<file path="src/rtl/crcfr_pkg.sv">
// Package for the CRC-16 framed packet receiver: constants, types, CRC byte update.
`default_nettype none

package crcfr_pkg;

  localparam int unsigned DataW = 8;
  localparam int unsigned CrcW  = 16;
  localparam int unsigned PosW  = 9;
  localparam int unsigned AddrW = 3;
  localparam int unsigned RegW  = 32;

  localparam logic [DataW-1:0] StartMark = 8'h02;
  localparam logic [DataW-1:0] StopMark  = 8'h03;
  localparam logic [CrcW-1:0]  PolyReset = 16'h1021;

  // Register indexes (word address bits of paddr)
  localparam logic [AddrW-3:0] RegCrcPoly = 1'b0;

  // Byte positions inside a frame
  localparam logic [PosW-1:0] PosIdle   = 9'd0;
  localparam logic [PosW-1:0] PosLength = 9'd1;
  localparam logic [PosW-1:0] PosFirst  = 9'd2;

  typedef struct packed {
    logic [DataW-1:0] data;
    logic             last;
    logic             good;
  } out_item_t;

  // One byte into an MSB-first CRC-16, no reflection
  function automatic logic [CrcW-1:0] crc_byte(input logic [CrcW-1:0]  crc,
                                               input logic [DataW-1:0] b,
                                               input logic [CrcW-1:0]  poly);
    logic [CrcW-1:0] c;
    c = crc ^ {b, 8'h00};
    for (int k = 0; k < DataW; k++) begin
      if (c[CrcW-1]) begin
        c = {c[CrcW-2:0], 1'b0} ^ poly;
      end else begin
        c = {c[CrcW-2:0], 1'b0};
      end
    end
    return c;
  endfunction

endpackage

`default_nettype wire

</file>
<file path="src/rtl/crc16_framed_packet_receiver_core.sv">
// Top level: framed packet receiver with per-byte CRC-16 check and APB polynomial register.
`default_nettype none

// Takes one received byte per cycle on the slave stream while s_axis_tready
// is high and parses frames of start byte 2, length L (1..255), L payload
// bytes, a big-endian CRC-16 (MSB-first, init 0, no final xor) and stop byte
// 3. Each payload byte comes out as an item with tlast low; a verdict item
// (tdata zero, tlast high, tuser = frame good) closes the frame after a
// failing CRC low byte or after the stop byte. A zero length drops the frame
// silently. The parse and the byte-wide CRC update are done on the accepted
// byte, and the result is registered in the output skid. A two-entry output
// skid keeps s_axis_tready high while its spare entry is empty; it drops only
// when both entries hold results. The polynomial (reset 0x1021) sits at byte
// address 0 and applies from the next payload byte.
module crc16_framed_packet_receiver_core (
  input  wire                         clk_i,
  input  wire                         rst_ni,
  // slave stream
  input  wire                         s_axis_tvalid_i,
  output logic                        s_axis_tready_o,
  input  wire  [crcfr_pkg::DataW-1:0] s_axis_tdata_i,   // [7:0] rx_byte
  // master stream
  output logic                        m_axis_tvalid_o,
  input  wire                         m_axis_tready_i,
  output logic [crcfr_pkg::DataW-1:0] m_axis_tdata_o,   // [7:0] data_byte
  output logic                        m_axis_tlast_o,   // frame_end
  output logic                        m_axis_tuser_o,   // [0] frame_good
  // APB configuration
  input  wire                         psel,
  input  wire                         penable,
  input  wire                         pwrite,
  input  wire  [crcfr_pkg::AddrW-1:0] paddr,
  input  wire  [crcfr_pkg::RegW-1:0]  pwdata,
  output logic [crcfr_pkg::RegW-1:0]  prdata,
  output logic                        pready
);
  import crcfr_pkg::*;

  logic [CrcW-1:0]  poly_q;
  logic [PosW-1:0]  pos_q, pos_d;
  logic [DataW-1:0] len_q, len_d;
  logic [CrcW-1:0]  rx_crc_q, rx_crc_d;
  logic [CrcW-1:0]  crc_q, crc_d;

  logic             accept;
  logic             emit;
  out_item_t        res;
  out_item_t        out_item;
  logic [PosW-1:0]  pos_crc_hi;
  logic [CrcW-1:0]  rx_crc_full;
  logic [DataW-1:0] b;
  logic             reg_hit;

  // APB
  assign pready  = 1'b1;
  assign reg_hit = (paddr[AddrW-1:2] == RegCrcPoly);
  assign prdata  = reg_hit ? {{(RegW-CrcW){1'b0}}, poly_q} : '0;

  always_ff @(posedge clk_i or negedge rst_ni) begin
    if (!rst_ni) begin
      poly_q <= PolyReset;
    end else if (psel && penable && pwrite && pready && reg_hit) begin
      poly_q <= pwdata[CrcW-1:0];
    end
  end

  // frame parser
  assign b           = s_axis_tdata_i;
  assign accept      = s_axis_tvalid_i & s_axis_tready_o;
  assign pos_crc_hi  = {1'b0, len_q} + PosFirst;
  assign rx_crc_full = {rx_crc_q[CrcW-1:DataW], b};

  always_comb begin
    pos_d    = pos_q;
    len_d    = len_q;
    rx_crc_d = rx_crc_q;
    crc_d    = crc_q;
    if (pos_q == PosIdle) begin
      if (b == StartMark) begin
        pos_d    = PosLength;
        crc_d    = '0;
        rx_crc_d = '0;
      end
    end else if (pos_q == PosLength) begin
      len_d = b;
      pos_d = (b == '0) ? PosIdle : PosFirst;
    end else if (pos_q < pos_crc_hi) begin
      crc_d = crc_byte(crc_q, b, poly_q);
      pos_d = pos_q + 9'd1;
    end else if (pos_q == pos_crc_hi) begin
      rx_crc_d = {b, 8'h00};
      pos_d    = pos_q + 9'd1;
    end else if (pos_q == pos_crc_hi + 9'd1) begin
      rx_crc_d = rx_crc_full;
      pos_d    = (rx_crc_full != crc_q) ? PosIdle : pos_q + 9'd1;
    end else begin
      pos_d = PosIdle;
    end
  end

  always_comb begin
    emit = 1'b0;
    res  = '{data: '0, last: 1'b0, good: 1'b0};
    if (pos_q == PosIdle || pos_q == PosLength) begin
      emit = 1'b0;
    end else if (pos_q < pos_crc_hi) begin
      emit     = 1'b1;
      res.data = b;
    end else if (pos_q == pos_crc_hi) begin
      emit = 1'b0;
    end else if (pos_q == pos_crc_hi + 9'd1) begin
      emit     = (rx_crc_full != crc_q);
      res.last = 1'b1;
    end else begin
      emit     = 1'b1;
      res.last = 1'b1;
      res.good = (b == StopMark);
    end
  end

  always_ff @(posedge clk_i or negedge rst_ni) begin
    if (!rst_ni) begin
      pos_q    <= PosIdle;
      len_q    <= '0;
      rx_crc_q <= '0;
      crc_q    <= '0;
    end else if (accept) begin
      pos_q    <= pos_d;
      len_q    <= len_d;
      rx_crc_q <= rx_crc_d;
      crc_q    <= crc_d;
    end
  end

  crcfr_skid u_skid (
    .clk_i   (clk_i),
    .rst_ni  (rst_ni),
    .push_i  (accept & emit),
    .item_i  (res),
    .ready_o (s_axis_tready_o),
    .valid_o (m_axis_tvalid_o),
    .ready_i (m_axis_tready_i),
    .item_o  (out_item)
  );

  assign m_axis_tdata_o = out_item.data;
  assign m_axis_tlast_o = out_item.last;
  assign m_axis_tuser_o = out_item.good;

`ifndef SYNTH
  a_verdict_zero_data: assert property (@(posedge clk_i) disable iff (!rst_ni)
    (m_axis_tvalid_o && m_axis_tlast_o) |-> (m_axis_tdata_o == '0))
    else $error("verdict item with nonzero data");

  a_payload_not_good: assert property (@(posedge clk_i) disable iff (!rst_ni)
    (m_axis_tvalid_o && !m_axis_tlast_o) |-> !m_axis_tuser_o)
    else $error("payload item flagged good");

  a_pos_in_frame: assert property (@(posedge clk_i) disable iff (!rst_ni)
    (pos_q != PosIdle && pos_q != PosLength) |-> (pos_q <= pos_crc_hi + 9'd2))
    else $error("byte position past stop byte");

  a_stop_returns_idle: assert property (@(posedge clk_i) disable iff (!rst_ni)
    (accept && pos_q == pos_crc_hi + 9'd2 && pos_q != PosIdle && pos_q != PosLength)
      |=> (pos_q == PosIdle))
    else $error("parser did not return to idle after stop byte");
`endif

endmodule

`default_nettype wire

</file>
<file path="src/rtl/crcfr_skid.sv">
// Two-entry output skid buffer: result register plus one spare entry.
`default_nettype none

module crcfr_skid (
  input  wire                   clk_i,
  input  wire                   rst_ni,
  input  wire                   push_i,
  input  wire crcfr_pkg::out_item_t item_i,
  output logic                  ready_o,
  output logic                  valid_o,
  input  wire                   ready_i,
  output crcfr_pkg::out_item_t  item_o
);
  import crcfr_pkg::*;

  logic      out_valid_q, out_valid_d;
  logic      sk_valid_q, sk_valid_d;
  out_item_t out_item_q, out_item_d;
  out_item_t sk_item_q, sk_item_d;
  logic      push;

  assign ready_o = ~sk_valid_q;
  assign valid_o = out_valid_q;
  assign item_o  = out_item_q;
  assign push    = push_i & ~sk_valid_q;

  always_comb begin
    out_valid_d = out_valid_q;
    sk_valid_d  = sk_valid_q;
    out_item_d  = out_item_q;
    sk_item_d   = sk_item_q;
    if (ready_i || !out_valid_q) begin
      if (sk_valid_q) begin
        out_valid_d = 1'b1;
        out_item_d  = sk_item_q;
        sk_valid_d  = 1'b0;
      end else begin
        out_valid_d = push;
        out_item_d  = item_i;
      end
    end else if (push) begin
      sk_valid_d = 1'b1;
      sk_item_d  = item_i;
    end
  end

  always_ff @(posedge clk_i or negedge rst_ni) begin
    if (!rst_ni) begin
      out_valid_q <= 1'b0;
      sk_valid_q  <= 1'b0;
    end else begin
      out_valid_q <= out_valid_d;
      sk_valid_q  <= sk_valid_d;
    end
  end

  always_ff @(posedge clk_i) begin
    out_item_q <= out_item_d;
    sk_item_q  <= sk_item_d;
  end

`ifndef SYNTH
  // spare entry only fills behind a stalled result
  a_spare_behind_out: assert property (@(posedge clk_i) disable iff (!rst_ni)
    sk_valid_q |-> out_valid_q)
    else $error("skid spare valid without output valid");

  a_stall_holds_spare: assert property (@(posedge clk_i) disable iff (!rst_ni)
    (sk_valid_q && out_valid_q && !ready_i) |=> (sk_valid_q && $stable(sk_item_q)))
    else $error("spare entry lost during stall");
`endif

endmodule

`default_nettype wire
</file>
<file path="config.mk">
export PLATFORM = sky130hd
export DESIGN_NAME = crc16_framed_packet_receiver_core
export DESIGN_NICKNAME = d
export VERILOG_FILES = /design/src/rtl/crcfr_pkg.sv /design/src/rtl/crc16_framed_packet_receiver_core.sv /design/src/rtl/crcfr_skid.sv
export SDC_FILE = /design/constraint.sdc
export NUM_CORES = 1
export LEC_CHECK = 0
export ABC_AREA = 0
export BUFFER_PORTS_ARGS = -buffer_cell sky130_fd_sc_hd__buf_4
export CAP_MARGIN = 25
export CORE_MARGIN = 1
export CORE_UTILIZATION = 40
export CTS_CLUSTER_SIZE = 8
export DETAILED_ROUTE_END_ITERATION = 8
export PLACE_DENSITY = 0.6
export RECOVER_POWER = 50
export SLEW_MARGIN = 0
export SYNTH_ARGS = -nofsm -noshare
export SYNTH_HDL_FRONTEND = slang
export SYNTH_HIERARCHICAL = 1
export SYNTH_SLANG_ARGS = --single-unit
</file>
<file path="constraint.sdc">
create_clock -name clk_i -period 5 [get_ports clk_i]
set_input_delay 0.5 -clock clk_i [delete_from_list [all_inputs] [get_ports clk_i]]
set_output_delay 0.5 -clock clk_i [all_outputs]
set_load 0.01 [all_outputs]
</file>
After elaboration in Yosys (flattened, before gate mapping) --
Cells that the tools add are included.
Storage, ports and cells: bits in registers 79, bits of input ports 50, output and inout bits 45, logic and storage cells 118
Cells by class: $add $sub $neg 3, $lt $le $gt $ge 1, eq/ne operators 9, mux-type cells 60, bitwise logic cells 16, reduce and logical (&&, ||, !) cells 16
Operators with widths (number):
- 16-bit two-way mux | 38
- 16-bit XOR | 9
- 9-bit two-way mux | 7
- 10-bit two-way mux | 2
- 9-bit by 1-bit adder with 9-bit output (second input constant) | 2
- 9-bit equality test | 2
- 8-bit by 2-bit equality test with 1-bit output (second input constant) | 2
- 8-bit two-way mux | 2
- 16-bit inequality test | 1
- 8-bit by 2-bit adder with 9-bit output (second input constant) | 1
- 9-bit by 1-bit equality test with 1-bit output (second input constant) | 1
- 9-bit logical NOT | 1
- 9-bit < comparator | 1
- 8-bit logical NOT | 1
- 1-bit two-way mux | 8
- 2-bit two-way mux | 3
- 2-bit nonzero test | 3
- 5-bit AND reduction | 1
- 2-bit inequality test (second input constant) | 2
- 1-bit inverter | 4
- 2-bit AND reduction | 2
- 4-bit AND reduction | 1
- 1-bit AND | 3
- 1-bit logical AND | 3
- other kinds (4) | 5

Logic depth before layout (Yosys ltp) --
Gate-level depths: netlist of run 1.
depth after elaboration 41, depth in mapped cells 16, depth with buffers taken out 14

By module --
Netlist of run 1, hierarchy kept.
By module, submodules not included:
- crc16_framed_packet_receiver_core | instances 1, cells an instance 711, area each 5980.7 um^2, seq. area each 1430.1 um^2
- crcfr_skid | instances 1, cells an instance 39, area each 829.5 um^2, seq. area each 650.6 um^2

Least setup slack after synthesis of run 1 --
No wires, ideal clock.
path kind in2reg, start input s_axis_tdata_i[5] (netlist name), end register crc_q[3], setup time 119 ps, arrival time 3828 ps, required time 4881 ps, path slack 1053 ps, cell stages on the path 13, path buffers 1, path through buf_2 > xnor2_2 > xnor2_1 > mux2_1 > a32oi_2 > mux2i_1 > xnor3_2 > a211o_1 > a211oi_4 > or2_4 > nand2_1 > xnor3_1 > o21ba_1
On the way: word-level cells in the longest chain between the ends 39, elaborated cells on any way between the ends 43, those cells by class eq/ne: 2; mux: 32; bitwise: 8; reduce/logical: 1
Ends and longest elaborated chain:
- start, declared | RTL line crc16_framed_packet_receiver_core.sv:21 | input wire [crcfr_pkg::DataW-1:0] s_axis_tdata_i,
- 16-bit XOR | RTL line crcfr_pkg.sv:35 | c = crc ^ {b, 8'h00};
- 16-bit XOR | RTL line crcfr_pkg.sv:38 | c = {c[CrcW-2:0], 1'b0} ^ poly;
- 16-bit two-way mux | RTL line crcfr_pkg.sv:37 | if (c[CrcW-1]) begin
- 16-bit two-way mux | RTL line crc16_framed_packet_receiver_core.sv:87 | end else if (pos_q < pos_crc_hi) begin
- 16-bit two-way mux | RTL line crc16_framed_packet_receiver_core.sv:84 | end else if (pos_q == PosLength) begin
- 16-bit two-way mux | RTL line crc16_framed_packet_receiver_core.sv:78 | if (pos_q == PosIdle) begin
- 16-bit XOR | RTL line crcfr_pkg.sv:38
- 16-bit two-way mux | RTL line crcfr_pkg.sv:37
- [... 23 more ...]
- 16-bit two-way mux (on tied branches) | RTL line crc16_framed_packet_receiver_core.sv:87, crcfr_pkg.sv:37
- 16-bit two-way mux (on tied branches) | RTL line crc16_framed_packet_receiver_core.sv:84, crc16_framed_packet_receiver_core.sv:87
- 16-bit two-way mux (on tied branches) | RTL line crc16_framed_packet_receiver_core.sv:78, crc16_framed_packet_receiver_core.sv:84
- 16-bit XOR / 16-bit two-way mux (equally long branches) | RTL line crcfr_pkg.sv:38, crc16_framed_packet_receiver_core.sv:78
- 16-bit two-way mux | RTL line crcfr_pkg.sv:37
- 16-bit two-way mux | RTL line crc16_framed_packet_receiver_core.sv:87
- 16-bit two-way mux | RTL line crc16_framed_packet_receiver_core.sv:84
- 16-bit two-way mux | RTL line crc16_framed_packet_receiver_core.sv:78
- end signal, assigned | RTL line crc16_framed_packet_receiver_core.sv:131 | crc_q <= crc_d;
- end, declared | RTL line crc16_framed_packet_receiver_core.sv:43 | logic [CrcW-1:0] crc_q, crc_d;
Several ways; a longest one is shown, not always the timed one. The select of a mux whose other input is x is not followed. A chain may end at the register's enable or synchronous reset.

Worst setup path after layout of run 1 --
start register crc_q[15], end register crc_q[3]
On the way: word-level cells in the longest chain between the ends 39, elaborated cells on any way between the ends 40, those cells by class mux: 32; bitwise: 8
Ends and longest elaborated chain (RTL line):
- 16-bit XOR (*) | crcfr_pkg.sv:35
- 16-bit two-way mux (*) | crcfr_pkg.sv:37
- 16-bit two-way mux (*) | crc16_framed_packet_receiver_core.sv:87
- 16-bit two-way mux (*) | crc16_framed_packet_receiver_core.sv:84
- 16-bit two-way mux (*) | crc16_framed_packet_receiver_core.sv:78
- 16-bit XOR | crcfr_pkg.sv:38
- 16-bit two-way mux (*) | crcfr_pkg.sv:37
- 16-bit two-way mux (*) | crc16_framed_packet_receiver_core.sv:87
- [... 23 more ...]
- 16-bit two-way mux (*) | crc16_framed_packet_receiver_core.sv:87
- 16-bit two-way mux (*) | crc16_framed_packet_receiver_core.sv:84
- 16-bit two-way mux (*) | crc16_framed_packet_receiver_core.sv:78
- 16-bit XOR / 16-bit two-way mux (equally long branches) | crcfr_pkg.sv:38, crc16_framed_packet_receiver_core.sv:78
- 16-bit two-way mux (*) | crcfr_pkg.sv:37
- 16-bit two-way mux (*) | crc16_framed_packet_receiver_core.sv:87
- 16-bit two-way mux (*) | crc16_framed_packet_receiver_core.sv:84
- 16-bit two-way mux (*) | crc16_framed_packet_receiver_core.sv:78
Mark *: on every way between the ends. The rest lies on a longest branch, timed or not. The select of a mux whose other input is x is not followed.

==> results of run 1 <==
-- layer usage --
layer  wire length, um  share of wire (%)  vias up
met5                 0                  0        -
met4               281                1.6        0
met3               509                3.0       21
met2              8370                 49      110
met1              8030                 47     2714
li1                  -                  -     2642
-- cells in the final DEF (no fill, tap or decap), types with 13 or more instances in the layout --
cell type and count:
mux2_2 27, a21oi_1 13, nand3_1 25, ha_1 15, conb_1 17, nor2b_1 15
inv_1 14, nor2_1 36, xnor2_1 101, o21ai_0 36, buf_4 60, clkbuf_1 15
nand2_1 123, dfrtp_1 56, xnor3_1 14, nor3_1 15, edfxtp_1 20, xor2_1 25
-- worst max-delay path: stages (launching register included) --
cell and delay (ns):
dfrtp_1 0.45, xnor2_2 0.41, xnor2_1 0.23, mux2_1 0.37
a32oi_2 0.21, mux2i_1 0.21, xnor3_2 0.50, a211o_1 0.38
a211oi_4 0.58, or2_4 0.26, nand2_1 0.07, xnor3_1 0.36
o21ba_1 0.17
-- state kept, by name, summed over array words and instances, names as in the netlist --
signal,flops
pos_q,9
u_skid/sk_valid_q,1
poly_q,16
crc_q,16
u_skid/item_o,10
u_skid/sk_item_q,10
len_q,8
rx_crc_q,8
u_skid/valid_o,1
-- worst min path at each step --
stage | cells after the start | end | from
after floorplan | 0 | crc_q[0]$_DFFE_PN0P_ | rst_ni
final | 2 | poly_q[3]$_DFFE_PN0P_ | pwdata[3]
after global routing | 2 | poly_q[3]$_DFFE_PN0P_ | pwdata[3]
after global placement | 2 | rx_crc_q[14]$_DFFE_PN0P_ | rx_crc_q[14]$_DFFE_PN0P_
after detailed placement | 2 | rx_crc_q[11]$_DFFE_PN0P_ | rx_crc_q[11]$_DFFE_PN0P_
after CTS | 1 | poly_q[15]$_DFFE_PN0P_ | rst_ni
-- area by class of cell --
type | count | area share [%]
Multi-Input combinational cell | 613 | 58.0
Sequential cell | 79 | 27.3
Timing Repair Buffer | 74 | 6.60
Tap cell | 220 | 3.61
Clock buffer | 11 | 3.19
Inverter | 14 | 0.690
Clock inverter | 5 | 0.558
-- stage by stage --
| step | setup slack (ns) | cell area [um2] | hold WS (ns) |
|---|---|---|---|
| final | 0.699 | 7620 | 0.383 |
| after global routing | 0.512 | 7620 | 0.381 |
| after CTS | 0.717 | 7660 | 0.272 |
| after detailed placement | 0.475 | 7370 | 0.500 |
| after global placement | 0.512 | 7370 | 0.499 |
| after floorplan | 1.05 | 6870 | 0.204 |
-- cells by family (layout without fill, tap and decap cells) --
| kind of cell | after synthesis | count (layout) | synth area share (%) |
|---|---|---|---|
| xor gates and xnor gates | 146 | 146 | 22.6 |
| other | 2 | 17 | 0.110 |
| AOI/OAI and AO/OA | 119 | 119 | 12.1 |
| adders and majority gates | 15 | 15 | 2.76 |
| buffers and inverters | 73 | 104 | 5.33 |
| muxes | 38 | 38 | 6.80 |
| DFF | 79 | 79 | 30.6 |
| and+or+nand+nor | 278 | 278 | 19.7 |
==> summary.md, run 1 <==
| Metric | Value |
|---|---|
| Critical path type | flop to flop |
| Nets | 856 |
| Relative slew slack | -123% |
| Min-Delay Path Class | primary input to flop |
| # resized after CTS | 0 |
| Clk buf depth | 2 |
| Non-filler cells, final | 1016 |
| RR Endpoint | crc_q[3]$_DFFE_PN0P_ |
| Yosys top cell by area | dfrtp_1 |
| RePlAce Congestion | roughly 0.86 |
| Final setup fails | 0 |
| Sequential share of the synthesized area | a little under a third |
| Grt met2 use | between 30% and 40% |
| Synth Flop Type | dfrtp_1 |
| Worst-skew pair later-pin latency | 0.34 ns |
| Worst Setup EP | crc_q[3]$_DFFE_PN0P_ |
| Fin. max-slew vios | 60 |
| Async SR Flop Fraction | approximately 75% |
| Syn avg cell area | 9.08 um2 |
| Final Util | a little under half |
| Post-CTS Setup Inserts | 0 |
| Worst slew pin tran | 3.34 ns |
| Number of flops mapped to enable cells by yosys | 20 |
| Dpl cells | 998 |
| FF/Latch Area | 2080 um2 |
| Die Wd | 132 um |
| Drt pass-1 iters | 4 |
| Met3 usage | around 3.1% |
| Failing checks | capacitance limit, slew limit |
| Worst EP required | 5.24 ns |
| DR vias/cell | 5.40 |
| RSZ-0062 raised after global routing | false |
| Top post-synthesis cells by count | nand2_1 (123), xnor2_1 (101), dfrtp_1 (56) |
| R2R Path Start | crc_q[15]$_DFFE_PN0P_ |
| Most frequent cell after synthesis | nand2_1 |
| Final hold violations | 0 |
| Routing usage on met1 | 26.7% |
| Synth Warn # | 6 |
| CP arrival | 4.54 ns |
| Largest net degree at the start of global routing | 60 |
| Total congestion overflow | 0 |
| CP startpoint | crc_q[15]$_DFFE_PN0P_ |
| CTS Hold Bufs | 0 |
| Via count | 5487 |
| Root Driver | clkbuf_16 |
| Max Clock Freq | 232 MHz |
| Multi-input logic area | 4420 um2 |
| I/O pins | 95 |
| Run status | finished with violations |
| H-tree level count | 3 |
| Worst-path maximum fanout | 10 |
| Critical Path Source Type | flop |
| Final ANT Viol Nets | 0 |
| Crit end category | flop |
| Routed wire per std cell | 16.9 um |
| Crit path time final | 4.30 ns |
| Share of cells above drive strength 1 | 16.2% |
| Rows | 47 |
| R2R cell count | 12 |
| DR iter-0 viols | between 300 and 400 |
| Post-Route WL | around 17000 um |
| Remaining routing DRC violations | 0 |
| CTS clk-pin slew, worst paths | 0.07 ns |
| Number of synthesized register bits | 79 |
| Vias in the first global route | approximately 5400 |
| Period utilisation layout | a little under nine tenths |
| Ant. Diodes | 0 |
| Area Overhead vs Synth | 11.9% |
| Core ar. | 16600 um2 |
| CTS Sinks | 79 |
| TritonCTS Buffers | 9 |
| Yosys top cell area share | 20.6% |
| Area contributors post-synth | dfrtp_1 (21%), xnor2_1 (13%), edfxtp_1 (8.8%) |
| # fillers | 1639 |
| Final HPWL from detailed placement | 12400 um |
| Post-Syn Area | 6810 um2 |
| Initial Utilization | 41.1% |
| CTS tree | built |
| Top Usage Layer GRT | met2 |
| TNS Setup | 0 ns |
| Post-Synthesis Cells | 750 |
| Distinct cells, synth | between 70 and 80 |
| Die area | 17600 um2 |
| R2r setup slk | about 0.7 ns |
| Initial antenna violation count | 0 |
| First-pass GRT wire length | 28200 um |
| Fin Clk Skew | 0.00747 ns |
| Total track usage | between 20% and 30% |
| Maxcap violations | 1 |
| IO buf count | 59 |
| Chip height | between 100 and 150 um |
Power of run 1 is not shown: default switching activity piles up to over one toggle a cycle in this logic, so the estimate is an artifact.
==> run 2: changes to the inputs <==
Settings changed: CTS_BUF_LIST set to sky130_fd_sc_hd__clkbuf_2.
==> run 2 against run 1 <==
The flow still finishes with violations (capacitance limit, slew limit). Critical path depth unchanged. Sequential share of layout area up 0.60 points. First-iteration DRC count down 18%. Global-route usage down 0.091 points. Critical endpoint is now crc_q[5]$_DFFE_PN0P_.
==> summary.md, run 2 (same netlist as run 1, synthesis figures left out) <==
| Metric | Value |
|---|---|
| CP arrival | 4.82 ns (+0.28 ns) |
| DR vias/cell | 5.40 (about the same) |
| Vias in the first global route | 5422 (+0.11%) |
| Die area | 17600 um2 (unchanged) |
| Worst slew pin tran | 3.35 ns (+0.0112 ns) |
| Area Overhead vs Synth | 9.46% |
| Commonest non-fill, non-tap cell in the layout | nand2_1 |
| Critical Path Source Type | flop |
| Final HPWL from detailed placement | 12400 um (unchanged) |
| Total track usage | 20.2% (-0.091 points) |
| # fillers | 1663 (+1.5%) |
| Clk buf depth | 2 (unchanged) |
| Core ar. | 16600 um2 (unchanged) |
| Min-Delay Path Class | primary input to flop |
| Critical path's slowest cell | a211oi_4 |
| Post-route cell area | 7450 um2 (-2.2%) |
| Final hold violations | 0 (unchanged) |
| CTS Sinks | 79 (unchanged) |
| Total congestion overflow | 0 (unchanged) |
| H-tree level count | 3 (unchanged) |
| Period utilisation layout | 86.5% (+0.43 points) |
| Largest net degree at the start of global routing | 60 (unchanged) |
| Share of cells above drive strength 1 | 16.6% (+0.36 points) |
| Chip height | 132 um (unchanged) |
| TNS Setup | 0 ns (unchanged) |
| DR iter-0 viols | 282 (-18%) |
| Drt pass-1 iters | 5 (+1) |
| Worst-skew pair later-pin latency | 0.57 ns (+0.23 ns) |
| Final setup fails | 0 (unchanged) |
| Worst-path maximum fanout | 10 (unchanged) |
| Slowest stage delay, CP | 0.58 ns (about the same) |
| Failing checks | capacitance limit, slew limit |
| Remaining routing DRC violations | 0 (unchanged) |
| RePlAce Congestion | 0.864 (unchanged) |
| Area after DPL | 7370 um2 (unchanged) |
| Root Driver | clkbuf_2 |
| CTS tree | built |
| Crit path time final | 4.32 ns (+0.0215 ns) |
| Most frequent cells in the layout | nand2_1 (123), xnor2_1 (101), buf_4 (63) |
| Run status | finished with violations |
| Post-Route WL | 17100 um (-0.40%) |
| Worst EP required | 5.49 ns (+0.25 ns) |
| Critical path type | flop to flop |
| Crit end category | flop |
| Relative slew slack | -123% (-0.75 points) |
| CTS clk-pin slew, worst paths | 0.26 ns (+0.19 ns) |
| Initial Utilization | 41.1% (unchanged) |
| Fin. max-slew vios | 60 (unchanged) |
| Dpl cells | 998 (unchanged) |
| Final ANT Viol Nets | 0 (unchanged) |
| Initial antenna violation count | 1 (+1) |
| Die Wd | 132 um (unchanged) |
| Routed wire per std cell | 16.8 um (-0.60%) |
| First-pass GRT wire length | 28100 um (-0.39%) |
| Fin Clk Skew | 0.0436 ns (+0.0361 ns) |
| I/O pins | 95 (unchanged) |
| Via count | 5496 (+0.16%) |
| Maxcap violations | 1 (unchanged) |
| Nets | 857 (+0.12%) |
| TritonCTS Buffers | 9 (unchanged) |
| Rows | 47 (unchanged) |
| IO buf count | 59 (unchanged) |
| Max Clock Freq | 231 MHz (-0.50%) |
| Non-filler cells, final | 1018 (+0.20%) |
| Biggest registers after layout | crc_q x16, poly_q x16 |
| Cell Chain, Critical Path | xnor2_2 > xnor2_1 > mux2_1 > a32oi_2 > mux2i_1 > xnor3_2 > a211o_1 > a211oi_4 > or2_4 > nand2_1 > xnor3_1 > a21oi_1 |
| RSZ-0062 raised after global routing | false |
## run 2: final timing paths
check / from / to / slack, ns / depth (start not counted)
min in group asynchronous: rst_ni / poly_q[15]$_DFFE_PN0P_ / 1.52 / 2
min reg2reg: rx_crc_q[12]$_DFFE_PN0P_ / rx_crc_q[12]$_DFFE_PN0P_ / 0.55 / 2
max reg2reg: crc_q[15]$_DFFE_PN0P_ / crc_q[5]$_DFFE_PN0P_ / 0.68 / 12
min: pwdata[3] / poly_q[3]$_DFFE_PN0P_ / 0.12 / 2
max in group asynchronous: rst_ni / poly_q[10]$_DFFE_PN0P_ / 1.55 / 2
max: crc_q[15]$_DFFE_PN0P_ / crc_q[5]$_DFFE_PN0P_ / 0.68 / 12
## run 2: timing repair
action,in CTS,in global routing
resized for setup,0,0
hold buffers,1,0
buffers inserted,0,0
hold endpoints to repair,44,0
## run 2: metal layers
layer	GRT usage (%)	part of all wire (%)	up-vias	wire length (um)
li1	-	-	2641	-
met1	26.4	46	2697	7830
met2	34.2	49	137	8360
met3	2.61	3.9	21	663
met4	7.22	1.5	0	265
met5	0	0	-	0
## run 2: final cells by class
type / count / area (um2) / share of cell area (%)
diodes: 1 / 2.50 / 0.0336
repair buffers: 75 / 524 / 7.03
clock inverters: 6 / 46.3 / 0.621
inverters: 14 / 52.6 / 0.705
flip-flops and latches: 79 / 2080 / 27.9
well taps: 220 / 275 / 3.69
clock buffers: 10 / 50.0 / 0.671
multi-input cells: 613 / 4420 / 59.3
## run 2: critical path, delay by kind of cell (launching register included)
family,cells,cell delay [ns]
mux,2,0.58
compound gates,4,1.32
xor+xnor,4,1.51
flops,1,0.50
simple gates,2,0.33
## run 2: per-stage QoR
step,utilization [%],setup slack [ns],hold slack [ns]
2_1_floorplan,-,1.05,0.204
3_3_place_gp,44.5,0.512,0.499
3_5_place_dp,44.5,0.475,0.500
4_1_cts,45.1,0.685,0.0826
5_1_grt,45.0,0.481,0.0868
6_report,45.0,0.677,0.124
Power of run 2 is left out for the same reason.
==> run 3: changes to the inputs <==
Clock period 5 ns to 4.3 ns, I/O delays scaled along.
==> run 3 against run 2 <==
The run still ends with capacitance limit, slew limit left. Sequential cell count stayed put. Design area is 4.0% higher. Routed wire length is 1.3% higher. Hold slack worse by 0.058 ns. First-iteration DRC count is 35% higher. Critical endpoint is now crc_q[3]$_DFFE_PN0P_. Largest cell class unchanged. Highest routed layer unchanged.
==> summary.md, run 3 (same netlist as run 1, synthesis figures left out) <==
| Metric | Value |
|---|---|
| Run status | finished with violations |
| Failing checks | capacitance limit, slew limit |
| Min-Delay Path Class | primary input to flop |
| CP arrival | 4.54 ns (-0.28 ns) |
| Via count | 5545 (+0.89%) |
| Total track usage | 20.1% (-0.083 points) |
| Core ar. | 16600 um2 (unchanged) |
| Nets | 881 (+2.8%) |
| Placement Setup Slack | 0.0111 ns (-0.464 ns) |
| Initial antenna violation count | 1 (unchanged) |
| Final hold violations | 0 (unchanged) |
| CTS clk-pin slew, worst paths | 0.29 ns (+0.03 ns) |
| Final worst setup slack | 0.259 ns (-0.418 ns) |
| Final HPWL from detailed placement | 12700 um (+1.9%) |
| Biggest registers after layout | crc_q x16, poly_q x16 |
| Total congestion overflow | 0 (unchanged) |
| DR vias/cell | 5.32 (-1.4%) |
| IO buf count | 59 (unchanged) |
| TritonCTS Buffers | 9 (unchanged) |
| Post-Route WL | 17300 um (+1.3%) |
| Post-CTS Setup Inserts | 0 (unchanged) |
| Clk buf depth | 2 (unchanged) |
| Commonest non-fill, non-tap cell in the layout | nand2_1 |
| Remaining routing DRC violations | 0 (unchanged) |
| I/O pins | 95 (unchanged) |
| Critical Path Source Type | flop |
| Share of cells above drive strength 1 | 18.3% (+1.7 points) |
| Chip height | 132 um (unchanged) |
| DR iter-0 viols | 380 (+35%) |
| Final setup fails | 0 (unchanged) |
| Crit path time final | 4.04 ns (-0.282 ns) |
| Initial Utilization | 41.1% (unchanged) |
| Rows | 47 (unchanged) |
| Crit end category | flop |
| Worst slew pin tran | 3.45 ns (+0.0944 ns) |
| Drt pass-1 iters | 5 (unchanged) |
| Period utilisation layout | 94.0% (+7.5 points) |
| # fillers | 1616 (-2.8%) |
| First-pass GRT wire length | 27900 um (-0.64%) |
| Most frequent cells in the layout | nand2_1 (123), xnor2_1 (99), buf_4 (78) |
| Routed wire per std cell | 16.6 um (-1.1%) |
| FF/Latch Area | 2080 um2 (unchanged) |
| Die Wd | 132 um (unchanged) |
| Relative slew slack | -130% (-6.3 points) |
| CTS tree | built |
| Worst-skew pair later-pin latency | 0.61 ns (+0.04 ns) |
| Fin. max-slew vios | 60 (unchanged) |
| Root Driver | clkbuf_2 |
| Area Overhead vs Synth | 13.9% |
| Critical path type | flop to flop |
| Max Clock Freq | 247 MHz (+7.0%) |
| Worst-path maximum fanout | 12 (+2) |
| Die area | 17600 um2 (unchanged) |
| Multi-input logic area | 4460 um2 (+0.85%) |
| Final ANT Viol Nets | 0 (unchanged) |
| Vias in the first global route | 5401 (-0.39%) |
| RePlAce Congestion | 0.849 (-1.7%) |
| Fin Clk Skew | 0.0435 ns (-0.0000584 ns) |
| H-tree level count | 3 (unchanged) |
| Worst EP required | 4.80 ns (-0.69 ns) |
| Maxcap violations | 1 (unchanged) |
| CTS Sinks | 79 (unchanged) |
| Largest net degree at the start of global routing | 60 (unchanged) |
==> run 3: cell count changes in the layout (fill, tap and decap cells not counted), sizes merged <==
cell,delta
clkbuf,-1
clkinv,-3
buf,+15
inv,+1
bufinv,+2
dlygate4sd3,+9
clkinvlp,+1
==> run 3: path summary, 6_finish.rpt <==
path	depth (start not counted)	slack, ns	startpoint	endpoint
worst max-delay path	12	0.26	poly_q[14]$_DFFE_PN0P_	crc_q[3]$_DFFE_PN0P_
worst min-delay path	2	0.07	pwdata[9]	poly_q[9]$_DFFE_PN0P_
worst max register to register	12	0.26	poly_q[14]$_DFFE_PN0P_	crc_q[3]$_DFFE_PN0P_
worst min register to register	2	0.55	rx_crc_q[12]$_DFFE_PN0P_	rx_crc_q[12]$_DFFE_PN0P_
max in group asynchronous	2	0.89	rst_ni	pos_q[1]$_DFFE_PN0P_
min in group asynchronous	2	1.46	rst_ni	poly_q[14]$_DFFE_PN0P_
==> run 3: worst max-delay path, stage by stage, from the launching register on <==
cell	delay, ns
dfrtp_1	0.64
buf_4	0.26
nor2_1	0.10
mux2_1	0.33
a32oi_2	0.24
mux2i_1	0.22
xnor3_2	0.51
xor3_1	0.23
a2bb2oi_1	0.22
o21ai_1	0.21
a311oi_1	0.31
xnor3_1	0.47
o21ba_1	0.18
==> run 3: layout make-up <==
cell class,count,area share (%)
multi-input combinational,613,57.5
sequential,79,26.8
timing repair buffer,99,9.37
tap,220,3.55
clock inverter,7,1.45
inverter,14,0.678
clock buffer,9,0.581
antenna,1,0.0323
==> run 3: what timing repair did <==
item,4_1_cts,5_1_grt
hold endpoints to repair,63,2
endpoints found under the setup margin,0,12
hold buffers,8,2
resized for setup,0,4
==> run 3: layer usage <==
layer	track usage (%)	wire, um	vias to the layer above
met5	0	0	-
met4	6.07	318	0
met3	3.30	646	23
met2	34.1	8340	125
met1	26.2	8030	2697
li1	-	-	2700
==> run 3: through the flow <==
stage          instances  utilization [%]  instance area (um2)  hold slack, ns  setup TNS [ns]
2_1_floorplan        765                -                 6870           0.134               0
5_1_grt             1042             46.8                 7760          0.0109         -0.0120
4_1_cts             1039             46.7                 7740         0.00271               0
3_5_place_dp        1015             45.3                 7510           0.500               0
6_report            1042             46.8                 7760          0.0657               0
3_3_place_gp        1014             45.2                 7490           0.492               0
Power of run 3 is left out for the same reason.
